--- src/rtl/core/pvc_pkg.sv ---
// ----------------------------------------------------------------------------
// pvc_pkg
// Shared types and constants of the point vortex convection step unit.
// ----------------------------------------------------------------------------
package pvc_pkg;

	localparam int VORTEX_MAX = 64;
	localparam int WRAP_LIMIT = 4;

	localparam int IDX_W = $clog2(VORTEX_MAX);
	localparam int CNT_W = $clog2(VORTEX_MAX + 1);
	localparam int WRAP_W = $clog2(WRAP_LIMIT + 1);

	localparam int POS_W = 24;
	localparam int VEL_W = 32;
	localparam int DOM_W = 23;
	localparam int DT_W = 16;
	localparam int THR_W = 48;
	localparam int CFG_W = 48;
	localparam int REG_W = 2;

	localparam int MAG_W = 24;               // |g|, |dx|, |dy|
	localparam int PROD_W = 2 * MAG_W;       // |g|*|delta|
	localparam int D_W = 2 * MAG_W + 1;      // squared distance
	localparam int NUM_W = 63;               // |g|*|delta| << 16
	localparam int QHI_W = NUM_W - 32;
	localparam int K_W = 30;
	localparam logic [K_W-1:0] INV_TWO_PI = 30'd683565276;

	typedef enum logic [REG_W-1:0] {
		REG_DOMAIN = 2'd0,
		REG_STEP   = 2'd1,
		REG_THRESH = 2'd2
	} pvc_reg_t;

	typedef struct packed {
		logic                    valid;
		logic signed [POS_W-1:0] x;
		logic signed [POS_W-1:0] y;
		logic signed [POS_W-1:0] g;
	} pvc_vortex_t;

	typedef struct packed {
		logic start;
		logic neg_x;
		logic neg_y;
	} pvc_pair_req_t;

endpackage

--- src/rtl/core/pvc_cell.sv ---
// ----------------------------------------------------------------------------
// pvc_cell
// One vortex slot of the storage ring; takes its neighbour's word on shift.
// ----------------------------------------------------------------------------
module pvc_cell import pvc_pkg::*; (
	input  logic        clk,
	input  logic        arst_n,
	input  logic        shift,
	input  logic        clear,
	input  pvc_vortex_t d_in,
	output pvc_vortex_t q
);

	logic                    valid_q;
	logic signed [POS_W-1:0] x_q;
	logic signed [POS_W-1:0] y_q;
	logic signed [POS_W-1:0] g_q;

	always_ff @(posedge clk or negedge arst_n) begin
		if (!arst_n) begin
			valid_q <= 1'b0;
		end else if (clear) begin
			valid_q <= 1'b0;
		end else if (shift) begin
			valid_q <= d_in.valid;
		end
	end

	always_ff @(posedge clk) begin
		if (shift) begin
			x_q <= d_in.x;
			y_q <= d_in.y;
			g_q <= d_in.g;
		end
	end

	assign q = '{valid: valid_q, x: x_q, y: y_q, g: g_q};

endmodule

--- config.mk ---
export PLATFORM = sky130hd
export DESIGN_NAME = pvc_cell
export DESIGN_NICKNAME = d
export VERILOG_FILES = /design/src/rtl/core/pvc_pkg.sv /design/src/rtl/core/pvc_cell.sv
export SDC_FILE = /design/constraint.sdc
export NUM_CORES = 1
export LEC_CHECK = 0
export ABC_AREA = 0
export CELL_PAD_IN_SITES_DETAIL_PLACEMENT = 0
export CELL_PAD_IN_SITES_GLOBAL_PLACEMENT = 1
export CORE_MARGIN = 5
export CORE_UTILIZATION = 47
export CTS_CLUSTER_SIZE = 28
export DETAILED_ROUTE_END_ITERATION = 10
export DONT_BUFFER_PORTS = 1
export PLACE_DENSITY = 0.72
export SYNTH_ARGS = -nofsm -noshare
export SYNTH_HDL_FRONTEND = slang
export SYNTH_SLANG_ARGS = --single-unit
--- constraint.sdc ---
create_clock -name clk -period 0.9 [get_ports clk]
set_clock_uncertainty 0.15 [all_clocks]
set_input_delay 0.18 -clock clk [delete_from_list [all_inputs] [get_ports clk]]
set_output_delay 0.18 -clock clk [all_outputs]
set_load 0.02 [all_outputs]
**Word level (Yosys, flattened, before mapping)**

Cells that the tools add are included.

- Divide/modulo/power cells: 0
- Bitwise logic cells: 0
- Shift operators: 0
- Muxes and demuxes: 2
- Add/subtract/negate cells: 0
- Multiply operators: 0
- Reduce and logical (&&, ||, !) cells: 1
- Equal/unequal tests: 0
- $lt $le $gt $ge: 0

Operator list:

| operator | number |
|---|---|
| $mux 1 | 2 |
| $reduce_bool 2->1 | 1 |

- RAM bits: 0
- Output and inout bits: 73
- ROM bits: 0
- Memories kept: 0
- Bits in latches: 0
- Register bits after elaboration: 73
- Word-level logic and storage cells: 7

**Longest topological paths before layout**

Gate-level depths: netlist of run 1.

- Depth in word-level cells: 2
- Gate-level depth with buffers: 2

**Worst setup path after synthesis of run 1**

Ideal clock, no wire load.

- Path kind: reg2out
- From: register valid_q
- To: output q[72] in the netlist's numbering
- Cell stages (with the launch flop): 2
- Required time: 570 ps
- Path slack: 70 ps
- Data arrival time: 500 ps
- Cells stage by stage: dfrtp_1 -> buf_4

RTL lines:

| item | RTL line | source |
|---|---|---|
| start: declaration | pvc_cell.sv:14 | `logic valid_q;` |
| start signal: assignment | pvc_cell.sv:25 | `valid_q <= d_in.valid;` |
| end: declaration | pvc_cell.sv:11 | `output pvc_vortex_t q` |

No word-level cell between the ends.

**Worst setup path in the final report of run 1**

- From: register valid_q
- To: output q[72] in the netlist's numbering

No word-level cell between the ends.

==> impl_metrics.yaml, run 1 <==
logic_synthesis:
  synth_seq_area_share_pct: 99.04
  synthSimpleGateAreaFrac_pct: 0.1700
  yosys-top-cells-area: "edfxtp_1, dfrtp_1, mux2i_1, buf_4, nor2_1"
  synth_top_flop_cell: "edfxtp_1"
  synthMuxAreaShare_pct: 0.4533
  yosysMostFrequentCell: "edfxtp_1"
  syn_inst: 76
  synth-edff-count: 72
  synth_top_area_share_pct: 97.90
  yosysTopAreaCell: "edfxtp_1"
  ys_types: 5
  synthAdderAreaFrac_pct: 0
  syn_avg_cell_area_um2: 29.06
  synth-compound-area-share_pct: 0
  synth_top_family_by_area: "multiplexers"
  syn_area_um2: 2208
  ys_ff_latch: 73
  synth.net_count: 153
  synth-xor-area-share_pct: 0
  synthTopCellsByCount: "edfxtp_1, buf_4, dfrtp_1, mux2i_1, nor2_1"
  async_flop_share_pct: 1.370
  yosysWarnings: 0
sta:
  slew_viol_final: 0
  tns_ps: -18040
  fin_crit_sh_pct: 131.5
  rsz0062_at_grt: "yes"
  holdWs_ps: -196.6
  worst_slew_pin_slew_ps: 243.7
  relSlewSlack_pct: 83.79
  hold_viol_final: 73
  fin_crit_ps: 1183
  fin_ws_ps: -283.2
  fmax_mhz: 845.1
  final-setup-viol-count: 73
global_routing:
  grt_pass1_vias: 1177
  grt_usage_pct: 15.65
  grt_pass1_wl_um: 6741
  grt_antenna_before_repair: 0
  grt.overflow.total: 0
  grt_start_max_net_pins: 74
worst_hold_path:
  min_delay_path_depth: 0
  worstHoldPathType: "in -> reg"
  worstHoldEndpoint: "x_q[5]"
  hold_path_startpoint: "shift"
floorplanning:
  die_w_um: 78.55
  initial_core_util_pct: 47.70
  core_area_um2: 4629
  rows: 25
  dieArea_um2: 6169
  die_h_um: 78.55
  io_pins: 150
worst_setup_path:
  start_kind: "register"
  worstPathMaxFanout: 2
  cp_top_family: "flip-flops"
  arrival_ps: 850
  r2r_cells: 2
  critPathBufInv: 1
  regToRegSetupSlack_ps: 40
  max_stage_delay_ps: 390
  endpoint_kind: "output port"
  required_ps: 570
  worstSetupPathType: "reg -> out"
  reg2reg_from: "valid_q"
  crit_path_cell_trace: "buf_6"
  r2r_end: "valid_q"
  cp_slowest_cell: "dfrtp_1"
place:
  portBuffers: 0
  gp_congestion: 0.6180
  place_area_um2: 2276
  pre_cts_slack_ps: 56.88
routing:
  vias_per_cell: 5.023
  drtAntennaViolNets: 0
  drt_first_pass_iters: 4
  vias: 1115
  drc: 0
  routed_wl_um: 4732
  wl_per_cell_um: 21.32
  drt_iter0_drc: 79
run_status:
  violations: "negative hold slack, negative setup slack"
  status: "finished, violations left"
finish:
  fin_area_um2: 3251
  fillers: 290
  syn_to_final_growth_pct: 47.20
  fin_nets: 240
  antenna_cells: 0
  drive_gt1_share_pct: 8.333
flow_run:
  maxCapViolCount: 0
clock_network:
  cts_sinks: 73
  cts-buffers-inserted: 9
  root_buffer: "clkbuf_8"
  cts_tree: "yes"
  cts_hold_buf: 76
  clockBufferDepth: 2
  clk_pin_slew_ps: 80
  insertion_delay_ps: 320
  cts_max_level: 3
power_and_ir_drop:
  irDropWorstVdd_mv: 1.274
  power_density_nw_per_um2: 2284
  total_power_uw: 7423
  leakagePower_uw: 0.001147
[through the flow]
stage / instances / hold slack, ps / util [%]
6_report: 222 / -196.6 / 70.22
5_1_grt: 222 / -235.8 / 70.22
4_1_cts: 222 / -210.1 / 70.22
3_5_place_dp: 130 / -265.6 / 49.16
3_3_place_gp: 130 / -265.5 / 49.16
2_1_floorplan: 76 / -265.6 / -
[report_power, final]
part           total (uW)  internal [uW]  switching [uW]
sequential           4500           4060             443
clock                2640           1540            1100
combinational         283            226            57.2
total                7420           5820            1600
[cells in the final DEF (no fill, tap or decap)]
master         count
dlygate4sd3_1     76
nor2_1             1
bufinv_16          2
clkinvlp_4         2
clkbuf_8           9
clkinv_1           2
dfrtp_1            1
buf_6              1
clkbuf_1           1
mux2i_1            1
edfxtp_1          72
[repair_timing]
action	CTS	global route
hold endpoints to repair	146	73
resized for setup	1	0
setup buffers	0	0
gates cloned	0	0
pin swaps	0	0
endpoints found under the setup margin	73	74
[cell type report]
class	instances	area [um^2]	area share, %
clock buffer	10	127.6	3.926
clock inverter	6	82.58	2.540
multi-input combinational	2	13.76	0.4234
sequential	73	2187	67.28
tap	54	67.56	2.079
timing repair buffer	77	772.0	23.75
[cells by family after synthesis]
kind of cell,after synthesis
buffers and inverters,1
DFF,73
muxes,1
and+or+nand+nor,1
[routing by layer]
layer	up-vias	part of all wire (%)	track usage [%]
met5	-	0	0
met4	0	1.8	9.441
met3	10	12	7.225
met2	93	52	26.49
met1	532	34	15.54
li1	480	-	-
[registers in the layout, indices dropped and copies added, names as in the netlist]
register,cells
valid_q,1
x_q,24
g_q,24
y_q,24
[how the worst max path moves through the flow]
stage,start,depth (start not counted),slack [ps],end
after floorplan,valid_q,1,70,q[72]
after global placement,valid_q,1,60,q[72]
after detailed placement,valid_q,1,60,q[72]
after CTS,valid_q,1,-310,q[72]
after global routing,valid_q,1,-330,q[72]
final,valid_q,1,-280,q[72]
Power figures use the tool's default switching activity.
==> run 2: changes to the inputs <==
Settings changed: SETUP_SLACK_MARGIN set to 0.2.
==> impl_metrics.yaml, run 2 (same netlist as run 1, synthesis figures left out) <==
finish:
  fin_area_um2: 2479
  mostFrequentLayoutCell: "edfxtp_1"
  final_cell_mix: "edfxtp_1, clkbuf_8, clkbuf_1, clkinv_2, dlygate4sd3_1"
  syn_to_final_growth_pct: 12.24
  drive_gt1_share_pct: 13.83
  fin_nets: 166
  regArea_um2: 2187
  reg_top3: "g_q: 24 flops, x_q: 24 flops, y_q: 24 flops"
  final_util_pct: 53.54
  fillers: 358
  multi_input_area_um2: 13.76
  stdcell_count: 148
  antenna_cells: 0
clock_network:
  cts_tree: "yes"
  clk_pin_slew_ps: 70
  insertion_delay_ps: 320
  cts_max_level: 3
  post_cts_buffers: 0
  cts-buffers-inserted: 9
  root_buffer: "clkbuf_8"
  cts_sinks: 73
  cts_hold_buf: 2
  clockBufferDepth: 2
power_and_ir_drop:
  power_frac_comb_pct: 0.3
  leakagePower_uw: 0.0008317
  power_density_nw_per_um2: 2748
  p_int_uw: 5337
  seq_power_share_pct: 65.9
  clkPwrFrac_pct: 33.8
  switchingPower_uw: 1476
  irDropWorstVdd_mv: 1.016
  switching_share_pct: 21.66
sta:
  rsz0062_at_grt: "yes"
  holdWs_ps: -208.1
  fin_ws_ps: -277.5
  fin_crit_sh_pct: 130.8
  relSlewSlack_pct: 84.30
  slew_viol_final: 0
  final-setup-viol-count: 73
  fmax_mhz: 849.3
  hold_viol_final: 146
  worst_slew_pin_slew_ps: 236.0
  fin_crit_ps: 1177
  tns_ps: -17560
routing:
  drt_first_pass_iters: 4
  drt_iter0_drc: 33
  drc: 0
  routed_wl_um: 3872
  vias: 807
  drtAntennaViolNets: 0
  vias_per_cell: 5.453
  wl_per_cell_um: 26.16
floorplanning:
  die_h_um: 78.55
  dieArea_um2: 6169
  io_pins: 150
  rows: 25
  core_area_um2: 4629
  initial_core_util_pct: 47.70
  die_w_um: 78.55
flow_run:
  maxCapViolCount: 0
worst_setup_path:
  regToRegSetupSlack_ps: 60
  arrival_ps: 850
  cp_slowest_cell: "dfrtp_1"
  max_stage_delay_ps: 390
  start_kind: "register"
  crit_path_cell_trace: "buf_6"
  startpoint: "valid_q"
  r2r_end: "valid_q"
  cp.depth: 1
  cp_top_family: "flip-flops"
  worstPathMaxFanout: 2
  endpoint_kind: "output port"
  critPathBufInv: 1
  reg2reg_from: "valid_q"
  r2r_cells: 2
  worstSetupPathType: "reg -> out"
  required_ps: 570
  critical_path.endpoint: "q[72]"
run_status:
  violations: "negative hold slack, negative setup slack"
  status: "finished, violations left"
global_routing:
  grt_pass1_vias: 869
  grt.overflow.total: 0
  grt_pass1_wl_um: 5244
  grt_antenna_before_repair: 0
  grt_start_max_net_pins: 74
  grt_usage_pct: 12.65
worst_hold_path:
  worstHoldPathType: "in -> reg"
place:
  gp_congestion: 0.6499
  place_area_um2: 2276
  pre_cts_slack_ps: 53.47
  portBuffers: 0
  placed_cells: 130
==> run 2: changes by cell type in the layout (fill, tap and decap cells not counted) <==
cell           before  now
clkinv_2            0    2
clkinvlp_4          2    0
dlygate4sd3_1      76    2
clkinv_1            2    1
clkbuf_1            1    3
bufinv_16           2    1
==> run 2: metal layers <==
metal	vias up	global-route usage [%]	part of all wire, %
li1	329	-	-
met1	396	10.80	30
met2	72	20.97	56
met3	10	7.454	11
met4	0	9.965	2.5
met5	-	0	0
==> run 2: final cells by class <==
| type | instances | share of cell area, % |
|---|---|---|
| clock buffer | 12 | 5.452 |
| sequential | 73 | 88.24 |
| timing repair buffer | 3 | 1.262 |
| tap | 54 | 2.726 |
| multi-input combinational | 2 | 0.5553 |
| clock inverter | 4 | 1.767 |
==> run 2: stage by stage <==
step	total power (uW)	hold slack [ps]
after global routing	7139	-240.1
after global placement	4583	-265.5
after detailed placement	4587	-265.5
after floorplan	4538	-265.6
after CTS	6928	-230.6
final	6812	-208.1
==> run 2: how the worst min path moves through the flow <==
stage | depth (start not counted) | end | slack (ps) | start
floorplan | 0 | valid_q | -270 | arst_n
global placement | 0 | valid_q | -270 | arst_n
detailed placement | 0 | valid_q | -270 | arst_n
CTS | 0 | g_q[6] | -230 | d_in[6]
global route | 0 | g_q[14] | -240 | d_in[14]
finish | 0 | x_q[7] | -210 | d_in[55]
==> run 2: repair_timing <==
| item | 4_1_cts | 5_1_grt |
|---|---|---|
| endpoints found under the setup margin | 74 | 74 |
| gates resized for setup | 1 | 0 |
| pin swaps | 0 | 1 |
| hold endpoints to repair | 146 | 146 |
==> run 2: worst reg2reg max path: stages, from the launching register on <==
cell and delay, ps:
dfrtp_1 390, mux2i_1 130, nor2_1 60
==> run 2: power groups by stage <==
stage	Clock [uW]	Combinational [uW]	Sequential, uW
after detailed placement	0	11.5	4580
after global placement	0	11.5	4570
after floorplan	0	12.4	4530
final	2300	20.4	4490
after CTS	2400	20.3	4510
after global routing	2600	21.8	4510
